[config.mk]
export PLATFORM = sky130hd
export DESIGN_NAME = uart_frame_receiver_responder_flat
export DESIGN_NICKNAME = d
export VERILOG_FILES = /design/src/rtl/core/ufrr_pkg.sv /design/src/rtl/core/ufrr_in_if.sv /design/src/rtl/core/ufrr_out_if.sv /design/src/rtl/core/ufrr_ram.sv /design/src/rtl/core/ufrr_ctrl.sv /design/src/rtl/core/ufrr_dp.sv /design/src/rtl/core/uart_frame_receiver_responder.sv /design/src/flat_wrapper.sv
export SDC_FILE = /design/constraint.sdc
export NUM_CORES = 1
export LEC_CHECK = 0
export ABC_AREA = 1
export BUFFER_PORTS_ARGS = -buffer_cell sky130_fd_sc_hd__buf_2
export CAP_MARGIN = 10
export CORE_MARGIN = 3
export CORE_UTILIZATION = 35
export DETAILED_ROUTE_END_ITERATION = 10
export PLACE_DENSITY = 0.61
export SYNTH_ARGS = -nofsm -noshare
export SYNTH_HDL_FRONTEND = slang
export SYNTH_SLANG_ARGS = --single-unit
[constraint.sdc]
create_clock -name i_clk -period 3.65 [get_ports i_clk]
set_input_delay 0.1825 -clock i_clk [delete_from_list [all_inputs] [get_ports i_clk]]
set_output_delay 0.1825 -clock i_clk [all_outputs]
set_load 0.02 [all_outputs]
[src/rtl/core/ufrr_pkg.sv]
// shared types, codes and defaults of the uart frame receiver and responder
package ufrr_pkg;

    localparam int RX_WORDS_DEF = 8;
    localparam int TX_WORDS_DEF = 4;

    // operation codes
    localparam logic [2:0] OP_RX_BYTE = 3'd0;
    localparam logic [2:0] OP_TICK    = 3'd1;
    localparam logic [2:0] OP_SET_TX  = 3'd2;
    localparam logic [2:0] OP_READ_RX = 3'd3;
    localparam logic [2:0] OP_SEND    = 3'd4;

    // status codes
    localparam logic [2:0] ST_NONE     = 3'd0;
    localparam logic [2:0] ST_ACCEPTED = 3'd1;
    localparam logic [2:0] ST_DONE     = 3'd2;
    localparam logic [2:0] ST_BAD_LEN  = 3'd3;
    localparam logic [2:0] ST_TIMEOUT  = 3'd4;
    localparam logic [2:0] ST_DROPPED  = 3'd5;

    // configuration register indexes
    localparam logic [1:0] CFG_WRITE_CODE = 2'd0;
    localparam logic [1:0] CFG_READ_CODE  = 2'd1;
    localparam logic [1:0] CFG_CMD_CODE   = 2'd2;
    localparam logic [1:0] CFG_TIMEOUT    = 2'd3;

    // configuration reset values
    localparam logic [7:0]  WRITE_CODE_RST = 8'd1;
    localparam logic [7:0]  READ_CODE_RST  = 8'd2;
    localparam logic [7:0]  CMD_CODE_RST   = 8'd3;
    localparam logic [15:0] TIMEOUT_RST    = 16'd100;

    typedef enum logic [2:0] {
        K_IDLE,
        K_WLEN,
        K_WDATA,
        K_READ,
        K_CMD
    } t_kind;

    typedef enum logic [1:0] {
        S_IDLE,
        S_EXEC,
        S_READ,
        S_SEND
    } t_state;

    typedef struct packed {
        logic latch;
        logic exec;
        logic read_out;
        logic send_init;
        logic send_step;
    } t_dp_cmd;

    typedef struct packed {
        logic [2:0] op;
        logic       kind_read;
        logic       slot_free;
        logic       send_done;
    } t_dp_sts;

endpackage

[src/rtl/core/ufrr_in_if.sv]
// input item channel
interface ufrr_in_if;
    logic        valid;
    logic        ready;
    logic [2:0]  operation;
    logic [7:0]  rx_byte;
    logic [2:0]  word_index;
    logic [15:0] word_value;

    modport source (output valid, output operation, output rx_byte, output word_index,
                    output word_value, input ready);
    modport sink (input valid, input operation, input rx_byte, input word_index,
                  input word_value, output ready);
endinterface

[src/rtl/core/ufrr_out_if.sv]
// result item channel
interface ufrr_out_if;
    logic        valid;
    logic        ready;
    logic [7:0]  tx_byte;
    logic        tx_valid;
    logic        last_of_run;
    logic [15:0] read_value;
    logic [2:0]  status;

    modport source (output valid, output tx_byte, output tx_valid, output last_of_run,
                    output read_value, output status, input ready);
    modport sink (input valid, input tx_byte, input tx_valid, input last_of_run,
                  input read_value, input status, output ready);
endinterface

[src/rtl/core/ufrr_ram.sv]
// generic single write port ram with registered read
module ufrr_ram #(
    parameter int WIDTH = 8,
    parameter int DEPTH = 8,
    localparam int AW = (DEPTH > 1) ? $clog2(DEPTH) : 1
) (
    input  logic             i_clk,
    input  logic             i_we,
    input  logic [AW-1:0]    i_waddr,
    input  logic [WIDTH-1:0] i_wdata,
    input  logic [AW-1:0]    i_raddr,
    output logic [WIDTH-1:0] o_rdata
);

    logic [WIDTH-1:0] r_mem [DEPTH];
    logic [WIDTH-1:0] r_rdata;

    always_ff @(posedge i_clk) begin
        if (i_we) begin
            r_mem[i_waddr] <= i_wdata;
        end
        r_rdata <= r_mem[i_raddr];
    end

    assign o_rdata = r_rdata;

endmodule

[src/rtl/core/ufrr_ctrl.sv]
// item sequencing state machine
module ufrr_ctrl (
    input  logic              i_clk,
    input  logic              i_rst_n,
    input  logic              i_in_valid,
    output logic              o_in_ready,
    input  ufrr_pkg::t_dp_sts i_sts,
    output ufrr_pkg::t_dp_cmd o_cmd
);

    ufrr_pkg::t_state r_state;
    ufrr_pkg::t_state n_state;
    logic             sending;

    assign sending = (i_sts.op == ufrr_pkg::OP_SEND) ||
                     ((i_sts.op == ufrr_pkg::OP_RX_BYTE) && i_sts.kind_read);

    always_ff @(posedge i_clk) begin
        if (!i_rst_n) begin
            r_state <= ufrr_pkg::S_IDLE;
        end else begin
            r_state <= n_state;
        end
    end

    always_comb begin
        n_state = r_state;
        unique case (r_state)
            ufrr_pkg::S_IDLE: begin
                if (i_in_valid) begin
                    n_state = ufrr_pkg::S_EXEC;
                end
            end
            ufrr_pkg::S_EXEC: begin
                if (sending) begin
                    n_state = ufrr_pkg::S_SEND;
                end else if (i_sts.op == ufrr_pkg::OP_READ_RX) begin
                    n_state = ufrr_pkg::S_READ;
                end else if (i_sts.slot_free) begin
                    n_state = ufrr_pkg::S_IDLE;
                end
            end
            ufrr_pkg::S_READ: begin
                if (i_sts.slot_free) begin
                    n_state = ufrr_pkg::S_IDLE;
                end
            end
            ufrr_pkg::S_SEND: begin
                if (i_sts.slot_free && i_sts.send_done) begin
                    n_state = ufrr_pkg::S_IDLE;
                end
            end
            default: n_state = ufrr_pkg::S_IDLE;
        endcase
    end

    always_comb begin
        o_cmd      = '0;
        o_in_ready = 1'b0;
        unique case (r_state)
            ufrr_pkg::S_IDLE: begin
                o_in_ready  = 1'b1;
                o_cmd.latch = i_in_valid;
            end
            ufrr_pkg::S_EXEC: begin
                if (sending) begin
                    o_cmd.send_init = 1'b1;
                end else if (i_sts.op != ufrr_pkg::OP_READ_RX) begin
                    o_cmd.exec = i_sts.slot_free;
                end
            end
            ufrr_pkg::S_READ: begin
                o_cmd.read_out = i_sts.slot_free;
            end
            ufrr_pkg::S_SEND: begin
                o_cmd.send_step = i_sts.slot_free;
            end
            default: o_cmd = '0;
        endcase
    end

    a_cmd_onehot: assert property (@(posedge i_clk) disable iff (!i_rst_n)
        $onehot0(o_cmd))
        else $error("more than one datapath command at once");

    a_read_entry: assert property (@(posedge i_clk) disable iff (!i_rst_n)
        (r_state == ufrr_pkg::S_READ) |->
            ($past(r_state) == ufrr_pkg::S_EXEC || $past(r_state) == ufrr_pkg::S_READ))
        else $error("read state entered without execution");

    a_send_end: assert property (@(posedge i_clk) disable iff (!i_rst_n)
        (r_state == ufrr_pkg::S_SEND && i_sts.slot_free && i_sts.send_done) |=>
            (r_state == ufrr_pkg::S_IDLE))
        else $error("frame run did not end after last byte");

endmodule

[src/rtl/core/ufrr_dp.sv]
// parser, word stores, frame sender and output register
module ufrr_dp #(
    parameter int RX_WORDS = ufrr_pkg::RX_WORDS_DEF,
    parameter int TX_WORDS = ufrr_pkg::TX_WORDS_DEF
) (
    input  logic              i_clk,
    input  logic              i_rst_n,
    input  ufrr_pkg::t_dp_cmd i_cmd,
    output ufrr_pkg::t_dp_sts o_sts,
    input  logic [2:0]        i_operation,
    input  logic [7:0]        i_rx_byte,
    input  logic [2:0]        i_word_index,
    input  logic [15:0]       i_word_value,
    input  logic              i_out_ready,
    output logic              o_out_valid,
    output logic [7:0]        o_tx_byte,
    output logic              o_tx_valid,
    output logic              o_last_of_run,
    output logic [15:0]       o_read_value,
    output logic [2:0]        o_status,
    input  logic              i_cfg_we,
    input  logic [1:0]        i_cfg_idx,
    input  logic [15:0]       i_cfg_data
);

    localparam int AW       = (RX_WORDS > 1) ? $clog2(RX_WORDS) : 1;
    localparam int TAW      = (TX_WORDS > 1) ? $clog2(TX_WORDS) : 1;
    localparam int PW       = $clog2(2 * RX_WORDS);
    localparam int SEND_N   = 2 + 2 * TX_WORDS;
    localparam int SW       = $clog2(SEND_N);
    localparam logic [7:0]    RX_LEN   = 8'(2 * RX_WORDS);
    localparam logic [7:0]    TX_LEN   = 8'(2 * TX_WORDS);
    localparam logic [PW-1:0] POS_LAST = PW'(2 * RX_WORDS - 1);
    localparam logic [SW-1:0] SEND_LAST = SW'(SEND_N - 1);

    // latched item
    logic [2:0]  r_op;
    logic [7:0]  r_byte;
    logic [2:0]  r_index;
    logic [15:0] r_value;

    // configuration
    logic [7:0]  r_wcode;
    logic [7:0]  r_rcode;
    logic [7:0]  r_ccode;
    logic [15:0] r_tmo;

    // parser
    ufrr_pkg::t_kind r_kind;
    ufrr_pkg::t_kind n_kind;
    logic [PW-1:0]   r_pos;
    logic [PW-1:0]   n_pos;
    logic [15:0]     r_timer;
    logic [15:0]     n_timer;
    logic [2:0]      exec_st;
    logic [15:0]     tmo_load;
    logic            wr_lo;
    logic            wr_hi;

    // stores
    logic [15:0]         r_tx [TX_WORDS];
    logic [RX_WORDS-1:0] r_lo_vld;
    logic [RX_WORDS-1:0] r_hi_vld;
    logic                r_rd_lo_ok;
    logic                r_rd_hi_ok;
    logic                r_rd_in;
    logic [AW-1:0]       ram_waddr;
    logic [AW-1:0]       ram_raddr;
    logic [7:0]          lo_rdata;
    logic [7:0]          hi_rdata;
    logic [15:0]         rd_word;
    logic                tx_in_range;

    // frame sender
    logic [SW-1:0] r_send_idx;
    logic [2:0]    r_send_st;
    logic [SW-1:0] wsel;
    logic [15:0]   send_word;
    logic [7:0]    send_byte;
    logic          send_done;

    // output register
    logic        r_out_valid;
    logic [7:0]  r_out_tx_byte;
    logic        r_out_tx_valid;
    logic        r_out_last_of_run;
    logic [15:0] r_out_read_value;
    logic [2:0]  r_out_status;
    logic        slot_free;

    assign slot_free   = !r_out_valid || i_out_ready;
    assign tmo_load    = (r_tmo == '0) ? 16'd1 : r_tmo;
    assign tx_in_range = int'(r_index) < TX_WORDS;

    assign o_sts.op        = r_op;
    assign o_sts.kind_read = (r_kind == ufrr_pkg::K_READ);
    assign o_sts.slot_free = slot_free;
    assign o_sts.send_done = send_done;

    always_ff @(posedge i_clk) begin
        if (i_cmd.latch) begin
            r_op    <= i_operation;
            r_byte  <= i_rx_byte;
            r_index <= i_word_index;
            r_value <= i_word_value;
        end
    end

    always_ff @(posedge i_clk) begin
        if (!i_rst_n) begin
            r_wcode <= ufrr_pkg::WRITE_CODE_RST;
            r_rcode <= ufrr_pkg::READ_CODE_RST;
            r_ccode <= ufrr_pkg::CMD_CODE_RST;
            r_tmo   <= ufrr_pkg::TIMEOUT_RST;
        end else if (i_cfg_we) begin
            unique case (i_cfg_idx)
                ufrr_pkg::CFG_WRITE_CODE: r_wcode <= i_cfg_data[7:0];
                ufrr_pkg::CFG_READ_CODE:  r_rcode <= i_cfg_data[7:0];
                ufrr_pkg::CFG_CMD_CODE:   r_ccode <= i_cfg_data[7:0];
                ufrr_pkg::CFG_TIMEOUT:    r_tmo   <= i_cfg_data;
                default: ;
            endcase
        end
    end

    // byte parser and timer
    always_comb begin
        n_kind  = r_kind;
        n_pos   = r_pos;
        n_timer = r_timer;
        exec_st = ufrr_pkg::ST_NONE;
        wr_lo   = 1'b0;
        wr_hi   = 1'b0;
        case (r_op)
            ufrr_pkg::OP_RX_BYTE: begin
                unique case (r_kind)
                    ufrr_pkg::K_IDLE: begin
                        exec_st = ufrr_pkg::ST_ACCEPTED;
                        n_timer = tmo_load;
                        if (r_byte == r_wcode) begin
                            n_kind = ufrr_pkg::K_WLEN;
                        end else if (r_byte == r_rcode) begin
                            n_kind = ufrr_pkg::K_READ;
                        end else if (r_byte == r_ccode) begin
                            n_kind = ufrr_pkg::K_CMD;
                        end else begin
                            n_timer = r_timer;
                            exec_st = ufrr_pkg::ST_DROPPED;
                        end
                    end
                    ufrr_pkg::K_CMD: begin
                        n_kind  = ufrr_pkg::K_IDLE;
                        n_timer = '0;
                        exec_st = ufrr_pkg::ST_DONE;
                    end
                    ufrr_pkg::K_WLEN: begin
                        n_pos = '0;
                        if (r_byte == RX_LEN) begin
                            n_kind  = ufrr_pkg::K_WDATA;
                            n_timer = tmo_load;
                            exec_st = ufrr_pkg::ST_ACCEPTED;
                        end else begin
                            n_kind  = ufrr_pkg::K_IDLE;
                            n_timer = '0;
                            exec_st = ufrr_pkg::ST_BAD_LEN;
                        end
                    end
                    ufrr_pkg::K_WDATA: begin
                        wr_lo = !r_pos[0];
                        wr_hi = r_pos[0];
                        if (r_pos == POS_LAST) begin
                            n_kind  = ufrr_pkg::K_IDLE;
                            n_pos   = '0;
                            n_timer = '0;
                            exec_st = ufrr_pkg::ST_DONE;
                        end else begin
                            n_pos   = r_pos + 1'b1;
                            n_timer = tmo_load;
                            exec_st = ufrr_pkg::ST_ACCEPTED;
                        end
                    end
                    default: ;
                endcase
            end
            ufrr_pkg::OP_TICK: begin
                if (r_timer != '0) begin
                    n_timer = r_timer - 1'b1;
                    if (r_timer == 16'd1) begin
                        n_kind  = ufrr_pkg::K_IDLE;
                        n_pos   = '0;
                        exec_st = ufrr_pkg::ST_TIMEOUT;
                    end
                end
            end
            default: ;
        endcase
    end

    always_ff @(posedge i_clk) begin
        if (!i_rst_n) begin
            r_kind  <= ufrr_pkg::K_IDLE;
            r_pos   <= '0;
            r_timer <= '0;
        end else if (i_cmd.exec) begin
            r_kind  <= n_kind;
            r_pos   <= n_pos;
            r_timer <= n_timer;
        end else if (i_cmd.send_init && r_op == ufrr_pkg::OP_RX_BYTE) begin
            r_kind  <= ufrr_pkg::K_IDLE;
            r_pos   <= '0;
            r_timer <= '0;
        end
    end

    // receive word store, one ram per byte lane
    assign ram_waddr = AW'(r_pos >> 1);
    assign ram_raddr = AW'(r_index);

    ufrr_ram #(.WIDTH(8), .DEPTH(RX_WORDS)) u_ram_lo (
        .i_clk   (i_clk),
        .i_we    (i_cmd.exec && wr_lo),
        .i_waddr (ram_waddr),
        .i_wdata (r_byte),
        .i_raddr (ram_raddr),
        .o_rdata (lo_rdata)
    );

    ufrr_ram #(.WIDTH(8), .DEPTH(RX_WORDS)) u_ram_hi (
        .i_clk   (i_clk),
        .i_we    (i_cmd.exec && wr_hi),
        .i_waddr (ram_waddr),
        .i_wdata (r_byte),
        .i_raddr (ram_raddr),
        .o_rdata (hi_rdata)
    );

    always_ff @(posedge i_clk) begin
        if (!i_rst_n) begin
            r_lo_vld <= '0;
            r_hi_vld <= '0;
        end else if (i_cmd.exec) begin
            if (wr_lo) begin
                r_lo_vld[ram_waddr] <= 1'b1;
            end
            if (wr_hi) begin
                r_hi_vld[ram_waddr] <= 1'b1;
            end
        end
    end

    always_ff @(posedge i_clk) begin
        r_rd_in    <= int'(r_index) < RX_WORDS;
        r_rd_lo_ok <= r_lo_vld[ram_raddr];
        r_rd_hi_ok <= r_hi_vld[ram_raddr];
    end

    assign rd_word = r_rd_in ? {(r_rd_hi_ok ? hi_rdata : 8'd0),
                                (r_rd_lo_ok ? lo_rdata : 8'd0)} : 16'd0;

    // transmit word store
    always_ff @(posedge i_clk) begin
        if (!i_rst_n) begin
            for (int i = 0; i < TX_WORDS; i++) begin
                r_tx[i] <= '0;
            end
        end else if (i_cmd.exec && r_op == ufrr_pkg::OP_SET_TX && tx_in_range) begin
            r_tx[TAW'(r_index)] <= r_value;
        end
    end

    // frame sender
    assign wsel      = r_send_idx - SW'(2);
    assign send_word = r_tx[TAW'(wsel >> 1)];
    assign send_done = (r_send_idx == SEND_LAST);

    always_comb begin
        if (r_send_idx == '0) begin
            send_byte = r_wcode;
        end else if (r_send_idx == SW'(1)) begin
            send_byte = TX_LEN;
        end else if (wsel[0]) begin
            send_byte = send_word[15:8];
        end else begin
            send_byte = send_word[7:0];
        end
    end

    always_ff @(posedge i_clk) begin
        if (!i_rst_n) begin
            r_send_idx <= '0;
            r_send_st  <= ufrr_pkg::ST_NONE;
        end else if (i_cmd.send_init) begin
            r_send_idx <= '0;
            r_send_st  <= (r_op == ufrr_pkg::OP_RX_BYTE) ? ufrr_pkg::ST_DONE
                                                         : ufrr_pkg::ST_NONE;
        end else if (i_cmd.send_step) begin
            r_send_idx <= r_send_idx + 1'b1;
        end
    end

    // output register
    always_ff @(posedge i_clk) begin
        if (!i_rst_n) begin
            r_out_valid <= 1'b0;
        end else if (i_cmd.exec || i_cmd.read_out || i_cmd.send_step) begin
            r_out_valid <= 1'b1;
        end else if (i_out_ready) begin
            r_out_valid <= 1'b0;
        end
    end

    always_ff @(posedge i_clk) begin
        if (i_cmd.exec) begin
            r_out_tx_byte     <= '0;
            r_out_tx_valid    <= 1'b0;
            r_out_last_of_run <= 1'b1;
            r_out_read_value  <= '0;
            r_out_status      <= exec_st;
        end else if (i_cmd.read_out) begin
            r_out_tx_byte     <= '0;
            r_out_tx_valid    <= 1'b0;
            r_out_last_of_run <= 1'b1;
            r_out_read_value  <= rd_word;
            r_out_status      <= ufrr_pkg::ST_NONE;
        end else if (i_cmd.send_step) begin
            r_out_tx_byte     <= send_byte;
            r_out_tx_valid    <= 1'b1;
            r_out_last_of_run <= send_done;
            r_out_read_value  <= '0;
            r_out_status      <= r_send_st;
        end
    end

    assign o_out_valid   = r_out_valid;
    assign o_tx_byte     = r_out_tx_byte;
    assign o_tx_valid    = r_out_tx_valid;
    assign o_last_of_run = r_out_last_of_run;
    assign o_read_value  = r_out_read_value;
    assign o_status      = r_out_status;

    a_timer_busy: assert property (@(posedge i_clk) disable iff (!i_rst_n)
        (r_kind == ufrr_pkg::K_IDLE) == (r_timer == '0))
        else $error("timer running state disagrees with parser state");

    a_send_result: assert property (@(posedge i_clk) disable iff (!i_rst_n)
        i_cmd.send_step |=> (r_out_valid && r_out_tx_valid))
        else $error("frame byte result not marked as transmit byte");

    a_single_last: assert property (@(posedge i_clk) disable iff (!i_rst_n)
        i_cmd.exec |=> (r_out_valid && r_out_last_of_run && !r_out_tx_valid))
        else $error("single result not marked last");

endmodule

[src/rtl/core/uart_frame_receiver_responder.sv]
// uart frame receiver and responder top level
// an item is latched on accept and executed into the output register for bytes, ticks,
// word writes; a receive word read adds a read state (registered ram read port)
// frame send: set up in the execute state, then one byte per cycle unless the output stalls, 2+2*TX_WORDS bytes
// no new item is accepted until the last one has been executed, read out or sent
// synchronous active-low reset restores register defaults, idles the parser,
// zeroes the transmit words and marks every receive word as zero
module uart_frame_receiver_responder #(
    parameter int RX_WORDS = ufrr_pkg::RX_WORDS_DEF,
    parameter int TX_WORDS = ufrr_pkg::TX_WORDS_DEF
) (
    input  logic        i_clk,
    input  logic        i_rst_n,
    ufrr_in_if.sink     i_in,
    ufrr_out_if.source  o_out,
    input  logic        i_cfg_we,
    input  logic [1:0]  i_cfg_idx,
    input  logic [15:0] i_cfg_data
);

    ufrr_pkg::t_dp_cmd cmd;
    ufrr_pkg::t_dp_sts sts;
    logic              in_ready;

    assign i_in.ready = in_ready;

    ufrr_ctrl u_ctrl (
        .i_clk      (i_clk),
        .i_rst_n    (i_rst_n),
        .i_in_valid (i_in.valid),
        .o_in_ready (in_ready),
        .i_sts      (sts),
        .o_cmd      (cmd)
    );

    ufrr_dp #(
        .RX_WORDS (RX_WORDS),
        .TX_WORDS (TX_WORDS)
    ) u_dp (
        .i_clk         (i_clk),
        .i_rst_n       (i_rst_n),
        .i_cmd         (cmd),
        .o_sts         (sts),
        .i_operation   (i_in.operation),
        .i_rx_byte     (i_in.rx_byte),
        .i_word_index  (i_in.word_index),
        .i_word_value  (i_in.word_value),
        .i_out_ready   (o_out.ready),
        .o_out_valid   (o_out.valid),
        .o_tx_byte     (o_out.tx_byte),
        .o_tx_valid    (o_out.tx_valid),
        .o_last_of_run (o_out.last_of_run),
        .o_read_value  (o_out.read_value),
        .o_status      (o_out.status),
        .i_cfg_we      (i_cfg_we),
        .i_cfg_idx     (i_cfg_idx),
        .i_cfg_data    (i_cfg_data)
    );

endmodule
[src/flat_wrapper.sv]
// flat-port wrapper written by rule: the top's interface ports become plain ports
module uart_frame_receiver_responder_flat 
#(
    parameter int RX_WORDS = ufrr_pkg::RX_WORDS_DEF,
    parameter int TX_WORDS = ufrr_pkg::TX_WORDS_DEF
)
  (i_clk, i_rst_n, i_cfg_we, i_cfg_idx, i_cfg_data, i_in_valid, i_in_operation, i_in_rx_byte, i_in_word_index, i_in_word_value, i_in_ready, o_out_valid, o_out_tx_byte, o_out_tx_valid, o_out_last_of_run, o_out_read_value, o_out_status, o_out_ready);
  ufrr_in_if i_in_i ();
  ufrr_out_if o_out_i ();
  input  logic i_clk;
  input  logic i_rst_n;
  input  logic i_cfg_we;
  input  logic [1:0] i_cfg_idx;
  input  logic [15:0] i_cfg_data;
  input wire logic [$bits(i_in_i.valid)-1:0] i_in_valid;
  input wire logic [$bits(i_in_i.operation)-1:0] i_in_operation;
  input wire logic [$bits(i_in_i.rx_byte)-1:0] i_in_rx_byte;
  input wire logic [$bits(i_in_i.word_index)-1:0] i_in_word_index;
  input wire logic [$bits(i_in_i.word_value)-1:0] i_in_word_value;
  output wire logic [$bits(i_in_i.ready)-1:0] i_in_ready;
  output wire logic [$bits(o_out_i.valid)-1:0] o_out_valid;
  output wire logic [$bits(o_out_i.tx_byte)-1:0] o_out_tx_byte;
  output wire logic [$bits(o_out_i.tx_valid)-1:0] o_out_tx_valid;
  output wire logic [$bits(o_out_i.last_of_run)-1:0] o_out_last_of_run;
  output wire logic [$bits(o_out_i.read_value)-1:0] o_out_read_value;
  output wire logic [$bits(o_out_i.status)-1:0] o_out_status;
  input wire logic [$bits(o_out_i.ready)-1:0] o_out_ready;
  assign i_in_i.valid = i_in_valid;
  assign i_in_i.operation = i_in_operation;
  assign i_in_i.rx_byte = i_in_rx_byte;
  assign i_in_i.word_index = i_in_word_index;
  assign i_in_i.word_value = i_in_word_value;
  assign i_in_ready = i_in_i.ready;
  assign o_out_valid = o_out_i.valid;
  assign o_out_tx_byte = o_out_i.tx_byte;
  assign o_out_tx_valid = o_out_i.tx_valid;
  assign o_out_last_of_run = o_out_i.last_of_run;
  assign o_out_read_value = o_out_i.read_value;
  assign o_out_status = o_out_i.status;
  assign o_out_i.ready = o_out_ready;
  uart_frame_receiver_responder #(.RX_WORDS(RX_WORDS), .TX_WORDS(TX_WORDS)) u_core (.i_clk(i_clk), .i_rst_n(i_rst_n), .i_in(i_in_i), .o_out(o_out_i), .i_cfg_we(i_cfg_we), .i_cfg_idx(i_cfg_idx), .i_cfg_data(i_cfg_data));
endmodule
* After elaboration in Yosys (flattened, before gate mapping)
Memory sizes are Yosys's and may differ from the RTL's. A register that Yosys moved wholly into a read port is not among the register bits. Index checks and enable logic that the tools add are counted.
Cells by class: $add $sub $neg 4, magnitude comparators 4, equality and inequality tests 32, multiplexer cells 87, bitwise logic cells 3, reductions and logical operators 38
Operator list (count):
- $mux W16 | 12
- $pmux W16 S4 | 1
- $mux W3 | 16
- $mux W8 | 5
- $pmux W16 S2 | 1
- $mux W1 | 27
- $eq A8 B8 Y1 | 3
- $pmux W3 S4 | 2
- $mux W2 | 10
- $mux W4 | 5
- $eq A16 B1 Y1 const B | 1
- $logic_not A16 Y1 | 1
- $or A8 B8 Y8 | 2
- $pmux W4 S2 | 2
- $reduce_bool A16 Y1 | 1
- $reduce_or A16 Y1 | 1
- $sub A16 B1 Y16 const B | 1
- $reduce_and A2 Y1 | 7
- $eq A3 B2 Y1 const B | 4
- $ne A6 B6 Y1 const B | 2
- $pmux W3 S2 | 2
- $reduce_and A5 Y1 | 2
- $add A4 B1 Y4 const B | 2
- $eq A2 B2 Y1 const B | 4
- other kinds (29) | 54
Word-level totals: bits in registers 150, bits in writable memories 192, output and inout bits 31, memories kept 3
Memory list:
- u_core.u_dp.r_tx | depth 4, bits a word 16, rd ports 1, clocked after memory_dff 0, wr ports 4, line ufrr_dp.sv:61 | logic [15:0] r_tx [TX_WORDS];
- u_core.u_dp.u_ram_hi.r_mem | depth 8, bits a word 8, rd ports 1, clocked after memory_dff 1, wr ports 1, line ufrr_ram.sv:15 | logic [WIDTH-1:0] r_mem [DEPTH];
- u_core.u_dp.u_ram_lo.r_mem | depth 8, bits a word 8, rd ports 1, clocked after memory_dff 1, wr ports 1, line ufrr_ram.sv:15

* Depth between registers and ports, before layout
depth in word-level cells 12, depth in mapped cells 15

* By module
Synthesis repeated with hierarchy kept, for this count alone.
Unflattened totals: cells, all modules 1815, area, all modules 15838.9 um^2
Modules (own cells, without submodules):
- ufrr_dp | times used 1, cells an instance 1174, area an instance 9546.7 um^2, seq. area each 5175.0 um^2
- ufrr_ram | times used 2, cells an instance 303, area an instance 3050.4 um^2, seq. area each 2082.0 um^2
- ufrr_ctrl | times used 1, cells an instance 35, area an instance 191.4 um^2, seq. area each 40.0 um^2

* Worst setup path after synthesis
No wires, ideal clock.
path kind reg-to-reg, from register u_core.u_ctrl.r_state[0], to register u_core.u_dp.r_byte[0] (enable), arrival time 2597 ps, data required time 3189 ps, slack 592 ps, stages on the path, launching flop included 2, path buffers 0, period minus slack after synthesis 3058 ps, cell sequence dfxtp_1 -> nor3b_1
RTL lines:
- start, declared | line ufrr_ctrl.sv:11 | ufrr_pkg::t_state r_state;
- start signal, assigned | line ufrr_ctrl.sv:20 | r_state <= ufrr_pkg::S_IDLE;
- start signal, assigned | line ufrr_ctrl.sv:22 | r_state <= n_state;
- end signal, assigned | line ufrr_dp.sv:103 | r_byte <= i_rx_byte;
- end, declared | line ufrr_dp.sv:38 | logic [7:0] r_byte;

* Worst setup path in the final report
from register u_core.u_ctrl.r_state[0], to register u_core.u_dp.r_out_valid (netlist: u_core.u_dp.o_out_valid)
Between the ends: cells in the longest elaborated chain, start to end 5, elaborated cells between the ends (all ways) 10, classes of those cells 3 x eq/ne; 4 x mux; 3 x reduce/logical
Ends and longest elaborated chain:
- $eq A2 B1 Y1 / $eq A2 B2 Y1 (equally long branches) | line ufrr_ctrl.sv:60 | unique case (r_state)
- $mux W1 | line ufrr_ctrl.sv:60
- $logic_or A1 B1 Y1 | line ufrr_dp.sv:305 | end else if (i_cmd.exec || i_cmd.read_out || i_cmd.send_step) begin
- $logic_or A1 B1 Y1 (*) | line ufrr_dp.sv:305
- $mux W1 / $reduce_bool A2 Y1 (equally long branches)
- end signal, assigned | line ufrr_dp.sv:304 | r_out_valid <= 1'b0;
- end signal, assigned | line ufrr_dp.sv:306 | r_out_valid <= 1'b1;
- end signal, assigned | line ufrr_dp.sv:308 | r_out_valid <= 1'b0;
- end, declared | line ufrr_dp.sv:83 | logic r_out_valid;
Mark *: on every way between the ends. The rest lies on a longest branch, timed or not. A chain may end at the register's enable or synchronous reset.

==> metrics.txt <==
syn_nets=around 1,700; compound-cell area share of the yosys netlist=between 10% and 20%; CTS H-tree depth=2; core box area=around 0.042 mm²; total CTS buffers=39; Placed Instances=between 2,000 and 2,500; Psw=approximately 2.3 mW; io pins=84; PwrDens=approximately 520 mW/mm²; post-synthesis xor/xnor area fraction=less than 1%; Synth top area share=between 40% and 50%; total wire length=roughly 40,000 µm; critical path class=flop to flop; All-Layer GR Usage=~17%; CP max FO=17; FMAX=approximately 370 MHz; outcome=finished clean; Die Width=between 200 and 250 µm; Pleak=7.11 nW; worst setup path start=u_core.u_ctrl.r_state[0]$_SDFFE_PN0P_; area delta synth->final=18.1%; CTS Sinks=356; unrepaired setup endpoints after global routing=false; final worst setup slack=0.951 ns; Layout Utilization=42.1%; first-pass GRT wire length=between 60,000 and 70,000 µm; overall power=9.23 mW; Post-synth top cells=nor2_1, edfxtp_1, nand2_1; area share of and/or/nand/nor cells after synthesis=between 15 and 20%; Worst Path Required=4.07 ns; arrival time of the worst setup path=roughly 3.1 ns; Clock Skew=about 0.02 ns; power share of the clock group=approximately two fifths; Sequential Power Share=roughly half; mux contribution to synthesized area=0%; fin nets=~1,800; Net Sw Frac=~24%; Post-Synth Adder-Cell Area=less than 1%; post-synthesis area per instance=about 9.4 µm²; clock slew at reported path FFs=around 0.06 ns; logic gate share of total power=a little under a tenth; Iteration-0 DRC Markers=1,081; Yosys warnings=0; Max-slew headroom=36.6%; row count=75; grt total ovfl=0; Port Buffers=83; Post-synth EDFFs=about 230; clk_lat worst skew=roughly 0.54 ns; Tmin final=about 2.7 ns; Initial Util=35.7%; Vias/cell=~5.0; vias in the first global route=between 10,000 and 15,000; Yosys top cell by area=edfxtp_1; Final Hold Fails=0; initial antenna violation count=0; pre-CTS setup slack=around 0.95 ns; remaining antenna violation count after routing=0; cell with the most instances after synthesis=nor2_1; Final setup viols=0; Syn Inst Count=roughly 1,600; crit path capture type=flop; worst hold slack=between 0.02 and 0.025 ns; Die Span Y=approximately 210 µm; Worst Hold Class=input port to flop; Bufs on Longest Clock Path=3; Initial DRT Pass Iterations=5; Max-cap violations=0; DP Wirelength=between 20,000 and 30,000 µm; layout cell share with drive strength beyond 1=about 11%; Yosys cell types=42; Max IR drop VDD=0.288 mV; DP Area=about 0.016 mm²; number of slew-limit violations in the final report=0; dominant synthesized flop cell=edfxtp_1; CP endpoint=u_core.u_dp.o_out_valid$_SDFFE_PN0P_; setup TNS=0 ns; Non-Filler Instances=approximately 2,300; Worst Tran Pin Value=0.947 ns; largest family of logic cells by synthesized area=simple AND/OR/NAND/NOR gates; WL/cell=~17 µm; CTS Root Cell=clkbuf_16; ys async rst share=0%; Post-CTS Setup Repair Bufs=0; Finished Cell Area=approximately 0.018 mm²; worst r2r src=u_core.u_ctrl.r_state[0]$_SDFFE_PN0P_; Final Cycle Share=73.9%; register area share after synthesis=62.1%; post-cts resize count=0; reg-to-reg endpoint=u_core.u_dp.o_out_valid$_SDFFE_PN0P_; DRC violations left=0; cell-internal power=6.98 mW; largest net degree at the start of global routing=82; worst r2r path cells=9; gpl congestion=around 0.83; Setup crit start kind=flop; CTS tree=done; vias post-DR=roughly 12,000; # diodes=0; post-synthesis sequential element count=between 300 and 400; Syn Std Cell Area=0.0151 mm²; Synth area leaders=edfxtp_1, dfxtp_1, nor2_1; full die area=between 0.04 and 0.05 mm²; r2r setup slk=0.95 ns
registers in the layout, summed over array words and instances, names as in the netlist, 4 cells and up:
| signal | flops |
|---|---|
| u_core.u_dp.r_value | 16 |
| u_core.u_dp.u_ram_hi.o_rdata | 8 |
| u_core.u_dp.u_ram_lo.o_rdata | 8 |
| u_core.u_dp.r_wcode | 8 |
| u_core.u_dp.r_hi_vld | 8 |
| u_core.u_dp.r_tmo | 16 |
| u_core.u_dp.r_timer | 16 |
| u_core.u_dp.r_pos | 4 |
| u_core.u_dp.r_lo_vld | 8 |
| u_core.u_dp.o_tx_byte | 8 |
| u_core.u_dp.r_rcode | 8 |
| u_core.u_dp.r_ccode | 8 |
| u_core.u_dp.u_ram_lo.r_mem | 64 |
| u_core.u_dp.r_byte | 8 |
| u_core.u_dp.o_read_value | 16 |
| u_core.u_dp.u_ram_hi.r_mem | 64 |
| u_core.u_dp.r_send_idx | 4 |
| u_core.u_dp.r_tx | 64 |
cell type report:
type / count / area [µm²]
Tap cell: 577 / 722
Inverter: 158 / 601
Clock inverter: 22 / 218
Fill cell: 4135 / 24500
Multi-Input combinational cell: 1015 / 4840
Clock buffer: 50 / 1030
Sequential cell: 356 / 9380
Timing Repair Buffer: 151 / 1040
critical path, cell delays in order, from the launching register on:
cell and delay, ns:
dfxtp_1 0.45, nor2_1 0.10, nand2_1 0.08, clkinv_1 0.54, nor2_4 0.44, inv_1 0.14, nor2_4 0.42, inv_1 0.20
o21ai_1 0.16, inv_1 0.05
layer usage:
metal  part of all wire [%]  up-vias  GRT usage (%)  wire length (µm)
li1                       -     5675              -                 -
met1                     45     5534           23.7             17500
met2                     46      376           26.8             17900
met3                    7.0       65           3.31              2750
met4                    2.3        0           4.65               882
met5                      0        -              0                 0
layout by cell type, fill, tap and decap left out, drive strengths merged, types with 2 or more instances in the layout:
master and instances:
nand4 18, ha 7, or2 2, o211ai 13, edfxtp 225, o221ai 8
bufinv 4, nand2 221, xnor2 8, inv 156, nand3 75, xor2 2
a31oi 25, o22ai 25, a21oi 39, nor4 2, o21a 16, o21ai 156
dfxtp 131, buf 106, a32oi 16, nor3 20, clkbuf 50, clkinv 19
o21bai 2, nor2 356, dlygate4sd3 45
worst min-delay path by stage:
stage                                    from                             endpoint  cells past startpoint
after CTS                        i_cfg_idx[0]  u_core.u_dp.r_wcode[0]$_SDFFE_PN1P_                      4
after detailed placement   i_in_word_value[5]     u_core.u_dp.r_value[5]$_DFFE_PP_                      1
after floorplan               i_in_rx_byte[0]      u_core.u_dp.r_byte[0]$_DFFE_PP_                      0
after global placement    i_in_word_value[12]    u_core.u_dp.r_value[12]$_DFFE_PP_                      1
after global routing             i_cfg_idx[0]  u_core.u_dp.r_wcode[0]$_SDFFE_PN1P_                      3
final                            i_cfg_idx[0]  u_core.u_dp.r_wcode[0]$_SDFFE_PN1P_                      4
repair_timing:
item / 4_1_cts / 5_1_grt
hold buffers: 45 / 0
endpoints found under the hold margin: 56 / 0
setup endpoints to repair: 0 / 0
power groups by stage:
stage / combinational (mW) / sequential (mW) / clock (mW)
finish: 0.845 / 4.53 / 3.86
global route: 0.951 / 4.54 / 4.09
CTS: 0.847 / 4.52 / 3.93
detailed placement: 0.806 / 4.61 / 0
global placement: 0.798 / 4.60 / 0
floorplan: 0.516 / 4.60 / 0
cells by family after synthesis:
| group | after synthesis |
|---|---|
| adders and majority gates | 7 |
| buffers and inverters | 228 |
| DFF | 356 |
| and+or+nand+nor | 696 |
| xor gates and xnor gates | 10 |
| AOI/OAI and AO/OA | 302 |
Note: power is estimated with default switching activity, not from simulation.
